==> config.mk <==
export PLATFORM = sky130hd
export DESIGN_NAME = job_table_scheduler
export DESIGN_NICKNAME = d
export VERILOG_FILES = /design/src/rtl/core/jts_pkg.sv /design/src/rtl/core/job_table_scheduler.sv /design/src/rtl/core/jts_cell.sv
export SDC_FILE = /design/constraint.sdc
export NUM_CORES = 2
export LEC_CHECK = 0
export BUFFER_PORTS_ARGS = -buffer_cell sky130_fd_sc_hd__buf_2
export CORE_MARGIN = 10
export CORE_UTILIZATION = 30
export DETAILED_ROUTE_END_ITERATION = 12
export PLACE_DENSITY = 0.46
export SLEW_MARGIN = 20
export SYNTH_ARGS = -nofsm -noshare
export SYNTH_HDL_FRONTEND = slang
export SYNTH_SLANG_ARGS = --single-unit
==> constraint.sdc <==
create_clock -name clk -period 16.4 [get_ports clk]
set_input_delay 3.28 -clock clk [delete_from_list [all_inputs] [get_ports clk]]
set_output_delay 3.28 -clock clk [all_outputs]
set_load 0.01 [all_outputs]
==> src/rtl/core/jts_pkg.sv <==
// Shared types and constants for the job table scheduler.
// Used by jts_cell and job_table_scheduler; depends on nothing else.
package jts_pkg;

    // Table depth and the widths that follow from it
    localparam int MAX_JOBS = 16;
    localparam int POS_W    = (MAX_JOBS > 1) ? $clog2(MAX_JOBS) : 1;
    localparam int CNT_W    = $clog2(MAX_JOBS + 1);

    localparam int ID_W     = 8;
    localparam int LEN_W    = 16;
    localparam int SLICE_W  = 16;
    localparam int MODE_W   = 2;
    localparam int FUNC_W   = 2;

    // Scheduling modes (code 3 behaves as first come first served)
    localparam logic [MODE_W-1:0] MODE_FCFS = 2'd0;
    localparam logic [MODE_W-1:0] MODE_SJF  = 2'd1;
    localparam logic [MODE_W-1:0] MODE_RR   = 2'd2;

    // Event kinds (code 3 is ignored)
    localparam logic [FUNC_W-1:0] FUNC_CREATE = 2'd0;
    localparam logic [FUNC_W-1:0] FUNC_TICK   = 2'd1;
    localparam logic [FUNC_W-1:0] FUNC_EXIT   = 2'd2;

    // Configuration register indexes
    localparam logic CFG_MODE        = 1'b0;
    localparam logic CFG_SLICE_LIMIT = 1'b1;

    typedef struct packed {
        logic [FUNC_W-1:0] func;
        logic [LEN_W-1:0]  job_length;
    } req_word_t;

    typedef struct packed {
        logic [ID_W-1:0]  current_id;
        logic [CNT_W-1:0] job_count;
        logic             switched;
        logic             halted;
        logic             rejected;
    } rsp_word_t;

    typedef enum logic [1:0] {
        CELL_HOLD,
        CELL_INSERT,
        CELL_REMOVE
    } cell_op_t;

    // Broadcast from the top level to every cell
    typedef struct packed {
        cell_op_t         op;
        logic             sjf;
        logic [ID_W-1:0]  new_id;
        logic [LEN_W-1:0] new_len;
        logic [CNT_W-1:0] count;
        logic [POS_W-1:0] run;
    } cell_ctrl_t;

endpackage

==> src/rtl/core/job_table_scheduler.sv <==
// Job table scheduler: row of shifting cells plus run position and slice control.
// The result word is registered on the edge that accepts the item.
// Throughput: one item per cycle while results are taken; the whole row inserts or removes in a single shift,
// with the shortest-job insertion point rippling through the cells in the same cycle.
// Reset: control registers and counters cleared (mode 0, slice limit 4); the table
// contents and the result word are not cleared and need no clearing pass.
module job_table_scheduler (
    input  logic                       clk,
    input  logic                       rst_n,
    input  logic                       req_valid,
    output logic                       req_ready,
    input  jts_pkg::req_word_t         req_word,
    output logic                       rsp_valid,
    input  logic                       rsp_ready,
    output jts_pkg::rsp_word_t         rsp_word,
    input  logic                       cfg_valid,
    output logic                       cfg_ready,
    input  logic                       cfg_index,
    input  logic [jts_pkg::SLICE_W-1:0] cfg_data
);

    localparam int N = jts_pkg::MAX_JOBS;

    // Configuration
    logic [jts_pkg::MODE_W-1:0]  mode_reg;
    logic [jts_pkg::SLICE_W-1:0] slice_limit_reg;

    // Scheduler state
    logic [jts_pkg::CNT_W-1:0]   count_reg,  count_next;
    logic [jts_pkg::POS_W-1:0]   run_reg,    run_next;
    logic [jts_pkg::SLICE_W-1:0] slice_reg,  slice_next;
    logic [jts_pkg::ID_W-1:0]    nid_reg,    nid_next;
    logic                        stop_reg,   stop_next;

    // Result stage
    logic                        rsp_valid_reg, rsp_valid_next;
    jts_pkg::rsp_word_t          rsp_word_reg,  rsp_word_next;

    logic                        accept;
    jts_pkg::cell_ctrl_t         ctrl;
    logic                        sw;
    logic                        rej;
    logic                        ins_hit;
    logic [jts_pkg::SLICE_W-1:0] slice_inc;
    logic [jts_pkg::CNT_W-1:0]   run_adv;
    logic [jts_pkg::CNT_W-1:0]   count_dec;

    // Cell row wiring
    logic [jts_pkg::ID_W-1:0]    cell_id      [N];
    logic [jts_pkg::LEN_W-1:0]   cell_len     [N];
    logic [jts_pkg::ID_W-1:0]    cell_id_next [N];
    logic [N-1:0]                cell_moving;
    logic [N-1:0]                cell_hit;
    logic [N:0]                  suffix;

    assign cfg_ready = 1'b1;
    assign req_ready = !rsp_valid_reg || rsp_ready;
    assign accept    = req_valid && req_ready;

    // The far right end of the row counts as longer than anything
    assign suffix[N] = 1'b1;

    genvar g;
    generate
        for (g = 0; g < N; g++)
        begin : g_cell
            logic [jts_pkg::ID_W-1:0]  l_id;
            logic [jts_pkg::LEN_W-1:0] l_len;
            logic                      l_moving;
            logic [jts_pkg::ID_W-1:0]  r_id;
            logic [jts_pkg::LEN_W-1:0] r_len;

            if (g == 0)
            begin : g_left_edge
                assign l_id     = '0;
                assign l_len    = '0;
                assign l_moving = 1'b0;
            end
            else
            begin : g_left
                assign l_id     = cell_id[g-1];
                assign l_len    = cell_len[g-1];
                assign l_moving = cell_moving[g-1];
            end

            if (g == N - 1)
            begin : g_right_edge
                assign r_id  = '0;
                assign r_len = '0;
            end
            else
            begin : g_right
                assign r_id  = cell_id[g+1];
                assign r_len = cell_len[g+1];
            end

            jts_cell #(
                .INDEX (g)
            ) u_cell (
                .clk         (clk),
                .ctrl        (ctrl),
                .left_id     (l_id),
                .left_len    (l_len),
                .left_moving (l_moving),
                .right_id    (r_id),
                .right_len   (r_len),
                .suffix_in   (suffix[g+1]),
                .suffix_out  (suffix[g]),
                .moving      (cell_moving[g]),
                .hit         (cell_hit[g]),
                .id          (cell_id[g]),
                .len         (cell_len[g]),
                .id_next     (cell_id_next[g])
            );
        end
    endgenerate

    // An insert lands at or before the running slot when that slot moves right
    assign ins_hit = |cell_hit;

    assign slice_inc = (slice_reg == {jts_pkg::SLICE_W{1'b1}}) ?
                       slice_reg : slice_reg + jts_pkg::SLICE_W'(1);
    assign run_adv   = jts_pkg::CNT_W'(run_reg) + jts_pkg::CNT_W'(1);
    assign count_dec = count_reg - jts_pkg::CNT_W'(1);

    always_comb
    begin
        count_next = count_reg;
        run_next   = run_reg;
        slice_next = slice_reg;
        nid_next   = nid_reg;
        stop_next  = stop_reg;
        sw         = 1'b0;
        rej        = 1'b0;

        ctrl.op      = jts_pkg::CELL_HOLD;
        ctrl.sjf     = 1'b0;
        ctrl.new_id  = nid_reg;
        ctrl.new_len = req_word.job_length;
        ctrl.count   = count_reg;
        ctrl.run     = run_reg;

        if (accept && !stop_reg)
        begin
            priority if (req_word.func == jts_pkg::FUNC_CREATE)
            begin
                if (count_reg >= jts_pkg::CNT_W'(N))
                begin
                    rej = 1'b1;
                end
                else
                begin
                    ctrl.op    = jts_pkg::CELL_INSERT;
                    ctrl.sjf   = (mode_reg == jts_pkg::MODE_SJF);
                    nid_next   = nid_reg + jts_pkg::ID_W'(1);
                    count_next = count_reg + jts_pkg::CNT_W'(1);
                    sw         = (count_reg == '0) || ins_hit;
                end
            end
            else if (req_word.func == jts_pkg::FUNC_TICK)
            begin
                if ((mode_reg == jts_pkg::MODE_RR) && (count_reg != '0))
                begin
                    slice_next = slice_inc;
                    if (slice_inc > slice_limit_reg)
                    begin
                        // Preempt: advance to the next slot, wrapping at the end
                        if (run_adv >= count_reg)
                        begin
                            run_next = '0;
                        end
                        else
                        begin
                            run_next = run_adv[jts_pkg::POS_W-1:0];
                        end
                        sw         = (run_next != run_reg);
                        slice_next = '0;
                    end
                end
            end
            else if (req_word.func == jts_pkg::FUNC_EXIT)
            begin
                if (count_reg != '0)
                begin
                    ctrl.op    = jts_pkg::CELL_REMOVE;
                    count_next = count_dec;
                    sw         = 1'b1;
                    if (count_dec == '0)
                    begin
                        stop_next = 1'b1;
                        run_next  = '0;
                    end
                    else if (jts_pkg::CNT_W'(run_reg) >= count_dec)
                    begin
                        run_next = '0;
                    end
                end
            end
            else
            begin
                // Unused event code: report the state
                sw = 1'b0;
            end
        end
    end

    // Build the result word from the state after this item
    always_comb
    begin
        rsp_word_next.switched = sw;
        rsp_word_next.rejected = rej;
        rsp_word_next.halted   = stop_next;
        if (stop_next)
        begin
            rsp_word_next.current_id = '0;
            rsp_word_next.job_count  = '0;
        end
        else
        begin
            rsp_word_next.job_count  = count_next;
            rsp_word_next.current_id = (count_next != '0) ? cell_id_next[run_next] : '0;
        end
    end

    always_comb
    begin
        rsp_valid_next = rsp_valid_reg;
        if (accept)
        begin
            rsp_valid_next = 1'b1;
        end
        else if (rsp_ready)
        begin
            rsp_valid_next = 1'b0;
        end
    end

    always_ff @(posedge clk or negedge rst_n)
    begin
        if (!rst_n)
        begin
            mode_reg        <= jts_pkg::MODE_FCFS;
            slice_limit_reg <= jts_pkg::SLICE_W'(4);
            count_reg       <= '0;
            run_reg         <= '0;
            slice_reg       <= '0;
            nid_reg         <= '0;
            stop_reg        <= 1'b0;
            rsp_valid_reg   <= 1'b0;
        end
        else
        begin
            if (cfg_valid && cfg_ready)
            begin
                unique case (cfg_index)
                    jts_pkg::CFG_MODE:        mode_reg        <= cfg_data[jts_pkg::MODE_W-1:0];
                    jts_pkg::CFG_SLICE_LIMIT: slice_limit_reg <= cfg_data;
                    default:                  mode_reg        <= mode_reg;
                endcase
            end
            count_reg     <= count_next;
            run_reg       <= run_next;
            slice_reg     <= slice_next;
            nid_reg       <= nid_next;
            stop_reg      <= stop_next;
            rsp_valid_reg <= rsp_valid_next;
        end
    end

    // Hold the result word until taken
    always_ff @(posedge clk)
    begin
        if (accept)
        begin
            rsp_word_reg <= rsp_word_next;
        end
    end

    assign rsp_valid = rsp_valid_reg;
    assign rsp_word  = rsp_word_reg;

endmodule

==> src/rtl/core/jts_cell.sv <==
// One slot of the job table: holds an id and a length, shifts left or right.
// Depends on jts_pkg.
module jts_cell #(
    parameter int INDEX = 0
) (
    input  logic                      clk,
    input  jts_pkg::cell_ctrl_t       ctrl,
    input  logic [jts_pkg::ID_W-1:0]  left_id,
    input  logic [jts_pkg::LEN_W-1:0] left_len,
    input  logic                      left_moving,
    input  logic [jts_pkg::ID_W-1:0]  right_id,
    input  logic [jts_pkg::LEN_W-1:0] right_len,
    input  logic                      suffix_in,
    output logic                      suffix_out,
    output logic                      moving,
    output logic                      hit,
    output logic [jts_pkg::ID_W-1:0]  id,
    output logic [jts_pkg::LEN_W-1:0] len,
    output logic [jts_pkg::ID_W-1:0]  id_next
);

    localparam logic [jts_pkg::CNT_W-1:0] IDX_C = jts_pkg::CNT_W'(INDEX);
    localparam logic [jts_pkg::POS_W-1:0] IDX_P = jts_pkg::POS_W'(INDEX);

    logic [jts_pkg::ID_W-1:0]  id_reg;
    logic [jts_pkg::LEN_W-1:0] len_reg;
    logic [jts_pkg::LEN_W-1:0] len_next;
    logic                      valid;
    logic                      longer;

    // A valid slot whose job is longer than the new one, with every valid slot to
    // its right longer too, moves right on a shortest-job insert
    assign valid      = IDX_C < ctrl.count;
    assign longer     = valid && (len_reg > ctrl.new_len);
    assign suffix_out = suffix_in && (longer || !valid);
    assign moving     = ctrl.sjf && valid && suffix_out;
    assign hit        = moving && (IDX_P == ctrl.run);

    always_comb
    begin
        id_next  = id_reg;
        len_next = len_reg;
        unique case (ctrl.op)
            jts_pkg::CELL_INSERT:
            begin
                if (left_moving)
                begin
                    id_next  = left_id;
                    len_next = left_len;
                end
                else if (moving || (IDX_C == ctrl.count))
                begin
                    id_next  = ctrl.new_id;
                    len_next = ctrl.new_len;
                end
            end
            jts_pkg::CELL_REMOVE:
            begin
                if (IDX_P >= ctrl.run)
                begin
                    id_next  = right_id;
                    len_next = right_len;
                end
            end
            default:
            begin
                id_next  = id_reg;
                len_next = len_reg;
            end
        endcase
    end

    always_ff @(posedge clk)
    begin
        id_reg  <= id_next;
        len_reg <= len_next;
    end

    assign id  = id_reg;
    assign len = len_reg;

endmodule
Word level (Yosys, flattened, before mapping)
Index checks and enable logic that the tools add are counted.
- register bits after elaboration: 453
- input port bits: 40
- add/sub/neg operators: 5
- order comparisons: 53
- eq/ne operators: 70
- muxes and demuxes: 175
- bitwise gates (word level): 5
- reductions and logical operators: 165
- operators with widths (operator ; count):
    $mux 16 ; 49
    $pmux 16 s2 ; 16
    $mux 8 ; 49
    $gt 16x16->1 ; 17
    $pmux 8 s2 ; 16
    $logic_and 1x1->1 ; 82
    $mux 4 ; 15
    $reduce_and 3->1 ; 17
    $ne 3x1->1 const B ; 15
    $eq 4x5->1 const A ; 8
    $lt 4x5->1 const A ; 8
    $logic_or 1x1->1 ; 34
    $ne 2x1->1 const B ; 17
    $bmux 8 s4 ; 1
    $eq 4x4->1 const A ; 8
    $ge 4x4->1 const A ; 8
    $mux 5 ; 6
    $eq 3x5->1 const A ; 4
    $lt 3x5->1 const A ; 4
    $logic_not 1->1 ; 18
    $mux 1 ; 17
    $add 16x1->16 const B ; 1
    $eq 16x16->1 const B ; 1
    $eq 3x4->1 const A ; 4
    32 further kinds ; 58

Logic depth before layout (Yosys ltp)
- word-level depth: 25
- depth in mapped cells: 26
- gate-level depth less buffers: 24

By module
A second synthesis with hierarchy kept.
- cells, all modules: 3972
- area total of the unflattened synthesis: 36776.5 um^2
- modules (own cells, without submodules) (module ; instances ; cells each ; area each (um^2)):
    job_table_scheduler ; 1 ; 564 ; 5387.7
    jts_cell (g_cell[8].u_cell) ; 1 ; 232 ; 2083.2
    jts_cell (g_cell[2].u_cell) ; 1 ; 220 ; 2047.0
    jts_cell (g_cell[3].u_cell) ; 1 ; 218 ; 2024.4
    jts_cell (g_cell[0].u_cell) ; 1 ; 222 ; 2019.4
    jts_cell (g_cell[12].u_cell) ; 1 ; 211 ; 1966.9
    jts_cell (g_cell[14].u_cell) ; 1 ; 218 ; 1964.4
    jts_cell (g_cell[9].u_cell) ; 1 ; 211 ; 1955.6
    jts_cell (g_cell[4].u_cell) ; 1 ; 213 ; 1951.9
    jts_cell (g_cell[6].u_cell) ; 1 ; 210 ; 1951.9
    jts_cell (g_cell[10].u_cell) ; 1 ; 214 ; 1949.4
    jts_cell (g_cell[5].u_cell) ; 1 ; 210 ; 1946.9
    jts_cell (g_cell[11].u_cell) ; 1 ; 208 ; 1944.4
    jts_cell (g_cell[13].u_cell) ; 1 ; 209 ; 1940.6
    3 more rows ; -- ; -- ; --

Least setup slack after synthesis
No wires, ideal clock.
- path kind: input -> register
- start: in req_word[14] in the netlist's numbering
- end: reg g_cell[10].u_cell.len_reg, in the netlist g_cell[10].u_cell.len[0], enable pin
- setup time: 0.419 ns
- data arrival time: 8.819 ns
- slack: 7.162 ns
- stages on the path: 14
- buffers on the path: 5
- cell sequence: clkbuf_1 clkinv_1 ha_1 nand4_1 or4_1 a21o_1 nand4_1 nand4_2 or4b_2 buf_2 buf_2 buf_1 buf_1 a311oi_1
- cells in the longest elaborated chain, start to end: 12
- elaborated cells between the ends (all ways): 32
- those cells by class: order compare: 7; eq/ne: 1; reduce/logical: 24
- RTL lines (element ; line ; source):
    from (decl) ; job_table_scheduler.sv:12 ; input jts_pkg::req_word_t req_word,
    $gt 16x16->1 ; jts_cell.sv:34 ; assign longer = valid && (len_reg > ctrl.new_len);
    $logic_and 1x1->1 ; jts_cell.sv:34 ;
    $logic_or 1x1->1 ; jts_cell.sv:35 ; assign suffix_out = suffix_in && (longer || !valid);
    $logic_and 1x1->1 (5 in a row) ; jts_cell.sv:35 ;
    $logic_and 1x1->1, on equally long branches ; jts_cell.sv:35, jts_cell.sv:36 ;
    $logic_and 1x1->1 or $logic_or 1x1->1 (tied branches) ; jts_cell.sv:36, jts_cell.sv:51 ;
    $ne 3x1->1 (no line) (*) ; -- ;
    $reduce_and 3->1 (no line) (*) ; -- ;
    to (signal assigned) ; jts_cell.sv:76 ; len_reg <= len_next;
    to (decl) ; jts_cell.sv:26 ; logic [jts_pkg::LEN_W-1:0] len_reg;
Mark *: on every way between the ends. The rest lies on a longest branch, timed or not.
A chain may end at the register's enable or synchronous reset.

Final worst setup path
- start: in req_word[15] in the netlist's numbering
- end: reg rsp_word_reg, in the netlist rsp_word[11], data pin
- cells in the longest elaborated chain, start to end: 25
- elaborated cells between the ends (all ways): 145
- those cells by class: order compare: 16; mux: 50; reduce/logical: 79
- RTL lines (element ; line ; source):
    $gt 16x16->1 ; jts_cell.sv:34 ;
    $logic_and 1x1->1 ; jts_cell.sv:34 ;
    $logic_or 1x1->1 ; jts_cell.sv:35 ;
    $logic_and 1x1->1 (14 in a row) ; jts_cell.sv:35 ;
    $logic_and 1x1->1, on equally long branches ; jts_cell.sv:36, jts_cell.sv:35 ;
    $logic_or 1x1->1 or $logic_and 1x1->1 (tied branches) ; jts_cell.sv:51, jts_cell.sv:36 ;
    $mux 8 or $logic_or 1x1->1 (tied branches) ; jts_cell.sv:51 ; else if (moving || (IDX_C == ctrl.count))
    $mux 8, on equally long branches ; jts_cell.sv:46, jts_cell.sv:51 ;
    $pmux 8 s2 ; jts_cell.sv:43 ; unique case (ctrl.op)
    $bmux 8 s4 (*) ; job_table_scheduler.sv:221 ; rsp_word_next.current_id = (count_next != '0) ? cell_id_next[run_next] : '0;
    $mux 8 (not written as such) (*) (2 in a row) ; job_table_scheduler.sv:221 ;
    to (signal assigned) ; job_table_scheduler.sv:275 ; rsp_word_reg <= rsp_word_next;
    to (decl) ; job_table_scheduler.sv:37 ; jts_pkg::rsp_word_t rsp_word_reg, rsp_word_next;
Mark *: on every way between the ends. The rest lies on a longest branch, timed or not. The select of a mux whose other input is x is not followed.

==> results.py <==
metrics = {
    "outcome": {
        "run_status": "finished clean",
    },
    "power": {
        "pwr-share-seq_pct": 45.2,
        "power_switching_share_pct": 25.3,
        "total_leakage_power_uw": 0.0141,
        "power.combinational.fraction_pct": 6.8,
        "power.ir.vdd_worst_mv": 0.0779,
        "power_density_nw_per_um2": 72.0,
        "share_clk_of_total_power_pct": 48.0,
        "internal_power_uw": 2020,
        "p_switching_uw": 685,
    },
    "setup_path": {
        "setup.worst_path.class": "in2reg",
        "path_max_fanout": 22,
        "crit_path_start_kind": "primary input",
        "timing.critical_path.to_type": "flip-flop",
        "worst_ep_arrival_time_ns": 9.24,
        "cp.required_ns": 16.89,
    },
    "logic_synthesis": {
        "synth_edf_count": 272,
        "most_frequently_used_flop_master_after_synthesis": "edfxtp_1",
        "synthesis.yosys.warnings": 0,
        "syn-cell-area_um2": 33700,
        "seq_area_frac_synth_pct": 35.8,
        "syn_inst": 3960,
        "synth_async_sr_flop_share_pct": 11.7,
        "avgSynthCellArea_um2": 8.51,
        "synth.ff_latch_count": 453,
        "synth.distinct_cells": 97,
        "synth_fp_nets": 4294,
    },
    "placement": {
        "dp_hpwl_um": 98000,
        "post_dp_cell_area_um2": 35700,
        "port-buffer-count": 57,
        "finalWeightedCongestion": 0.898,
    },
    "routing": {
        "wire_per_inst_um": 25.2,
        "drt_wl_total_um": 137000,
        "dr_total_vias": 31600,
        "drtPass1Iterations": 6,
        "vias_per_cell": 5.81,
        "initialDrtViolationCount": 3140,
        "drt.antenna.violating_nets": 0,
        "drc": 0,
    },
    "timing": {
        "timing.final.setup_violations": 0,
        "final_min_period_over_clock_period_pct": 53.4,
        "rsz0062_at_grt": "no",
        "max-slew-margin-rel_pct": 20.8,
        "maxClockFrequency_ghz": 0.114,
        "clock_skew_ns": 0.0301,
        "timing.final.crit_period_ns": 8.75,
        "hold_viol_final": 0,
        "timing_max_transition_violations_final": 0,
        "setup_tns_ns": 0,
        "worst_pin_slew_ns": 1.18,
    },
    "global_route": {
        "number_of_global_route_vias_before_repair": 30800,
        "grt_antenna_before_repair": 9,
        "globalRouteOverflowTotal": 0,
        "grt_usage_pct": 21.0,
        "largest_net_degree_at_the_start_of_global_routing": 282,
        "wire_length_of_the_first_global_routing_pass_um": 205000,
    },
    "die": {
        "initial_utilization_pct": 30.3,
        "design.core.area_um2": 111000,
        "dieArea_um2": 126000,
        "fp.dieH_um": 355,
        "floorplan.die.width_um": 355,
        "top_level_ports": 59,
        "fp-row-count": 122,
    },
    "clock_network": {
        "cts-buffers-inserted": 58,
        "path_clk_slew_ns": 0.06,
        "cts_tree": "yes",
        "ctsHtreeMaxLevel": 2,
        "cts_setup_buffers": 0,
        "clock_latency_ns": 0.69,
        "post_cts_hold_buffer_count": 0,
        "clk_root_buffer_cell": "clkbuf_16",
        "clk_path_buf_depth": 3,
        "cts_num_sinks": 453,
        "post_cts_resize_count": 0,
    },
    "layout": {
        "nets": 4241,
        "layout.cell_area.non_filler_um2": 37600,
        "layout.cells.most_common_list": "571 x nand2_1, 404 x o21ai_0, 339 x a21oi_1, 315 x nor2_1, 292 x ha_1",
        "layout-drive-gt1-share_pct": 8.90,
        "layout.cells.most_common": "nand2_1",
        "largest_register_ff_count": 256,
        "area_grow_syn2layout_pct": 11.8,
    },
    "hold_path": {
        "worst_hold_path_type": "reg2reg",
    },
    "run": {
        "maxCapViolations": 0,
    },
}
==> power by group through the flow <==
stage	registers, uW	logic (uW)	clock network, uW
4_1_cts	1220	185	1330
5_1_grt	1220	210	1380
3_3_place_gp	1250	182	0
2_1_floorplan	1240	119	0
6_report	1220	185	1300
3_5_place_dp	1250	184	0
==> critical path, cell delays in order <==
cell and delay, ns:
buf_2 0.29, clkinv_1 0.21, buf_4 0.29, ha_1 0.36
nand4_1 0.14, nor3_1 0.31, o21ai_0 0.18, o21ai_0 0.48
nand4_2 0.52, nor4b_4 0.69, nand3_1 0.75, nor2_1 0.95
a21oi_1 0.20, nand3_1 0.12, o2111ai_1 0.14, o32ai_1 0.29
==> synth_stat cells (16+ instances only) <==
| cell | count | area share (%) |
|---|---|---|
| buf_1 | 27 | 0.30 |
| nand3_1 | 98 | 1.5 |
| dfrtp_1 | 52 | 3.9 |
| nand2_1 | 572 | 6.4 |
| clkinv_1 | 16 | 0.18 |
| o21ai_0 | 405 | 6.0 |
| o21a_1 | 22 | 0.49 |
| xnor2_1 | 18 | 0.47 |
| a22oi_1 | 74 | 1.6 |
| a21oi_1 | 344 | 5.1 |
| nor2b_1 | 26 | 0.48 |
| mux2_2 | 38 | 1.3 |
| a211oi_1 | 38 | 0.85 |
| nand4_1 | 68 | 1.3 |
| a221oi_1 | 21 | 0.55 |
| clkbuf_1 | 216 | 2.4 |
| o211ai_1 | 25 | 0.56 |
| dfxtp_1 | 128 | 7.6 |
| o221ai_1 | 26 | 0.68 |
| a22o_1 | 72 | 1.9 |
| edfxtp_1 | 272 | 24 |
| nor3_1 | 50 | 0.74 |
| and2_1 | 24 | 0.45 |
| mux2i_1 | 160 | 4.8 |
| and3_1 | 27 | 0.50 |
| a211o_1 | 19 | 0.49 |
| a21o_1 | 34 | 0.76 |
| inv_1 | 89 | 0.99 |
| a31oi_1 | 53 | 0.98 |
| nand2b_1 | 29 | 0.54 |
| nor2_1 | 319 | 3.6 |
| nor4_1 | 21 | 0.39 |
| ha_1 | 294 | 11 |
| o22ai_1 | 20 | 0.37 |
==> per-layer routing <==
layer	vias up	part of all wire [%]	global-route usage (%)
met2	1173	43	31.9
met4	6	3.2	7.04
met3	215	7.2	3.16
met5	-	0.026	0
met1	15500	47	30.2
li1	14800	-	-
==> cells by family (layout without fill, tap and decap cells) <==
logic type | after synthesis | in the layout | share of synthesized area (%)
muxes | 198 | 198 | 6.02
other | 1 | 6 | 0.0111
buffers and inverters | 368 | 362 | 4.26
DFF | 453 | 453 | 35.8
adders and majority gates | 294 | 294 | 10.9
AOI/OAI and AO/OA | 1306 | 1306 | 24.7
and+or+nand+nor | 1318 | 1318 | 17.8
xor gates and xnor gates | 22 | 22 | 0.572
==> final timing paths <==
| check | start | end | slack, ns | cells past startpoint |
|---|---|---|---|---|
| max | req_word[15] | rsp_word[11] | 7.65 | 16 |
| min | slice_reg[9] | slice_reg[9] | 0.49 | 1 |
| max reg2reg | slice_reg[3] | rsp_word[10] | 8.51 | 26 |
| min reg2reg | slice_reg[9] | slice_reg[9] | 0.49 | 1 |
| max in group asynchronous | rst_n | nid_reg[7] | 13.13 | 2 |
| min in group asynchronous | rst_n | slice_limit_reg[1] | 2.77 | 2 |
==> stage by stage <==
| stage | std cells | power [uW] | setup WS [ns] | hold WS, ns | util [%] |
|---|---|---|---|---|---|
| global placement | 5332 | 1430 | 6.92 | 0.473 | 32.1 |
| global route | 5442 | 2810 | 7.20 | 0.511 | 33.9 |
| detailed placement | 5333 | 1430 | 6.77 | 0.487 | 32.2 |
| CTS | 5440 | 2740 | 7.48 | 0.495 | 33.8 |
| finish | 5447 | 2710 | 7.65 | 0.494 | 33.9 |
| floorplan | 3960 | 1360 | 7.16 | 0.457 | - |
==> final cells by class <==
cell class,instances,area [um^2]
Clock inverter,19,163
Antenna cell,5,12.5
Fill cell,11800,73500
Timing Repair Buffer,150,1010
Clock buffer,88,1690
Inverter,105,394
Multi-Input combinational cell,3139,20500
Sequential cell,453,12100
Tap cell,1488,1860
No activity file was read; power rests on OpenSTA's default activity.
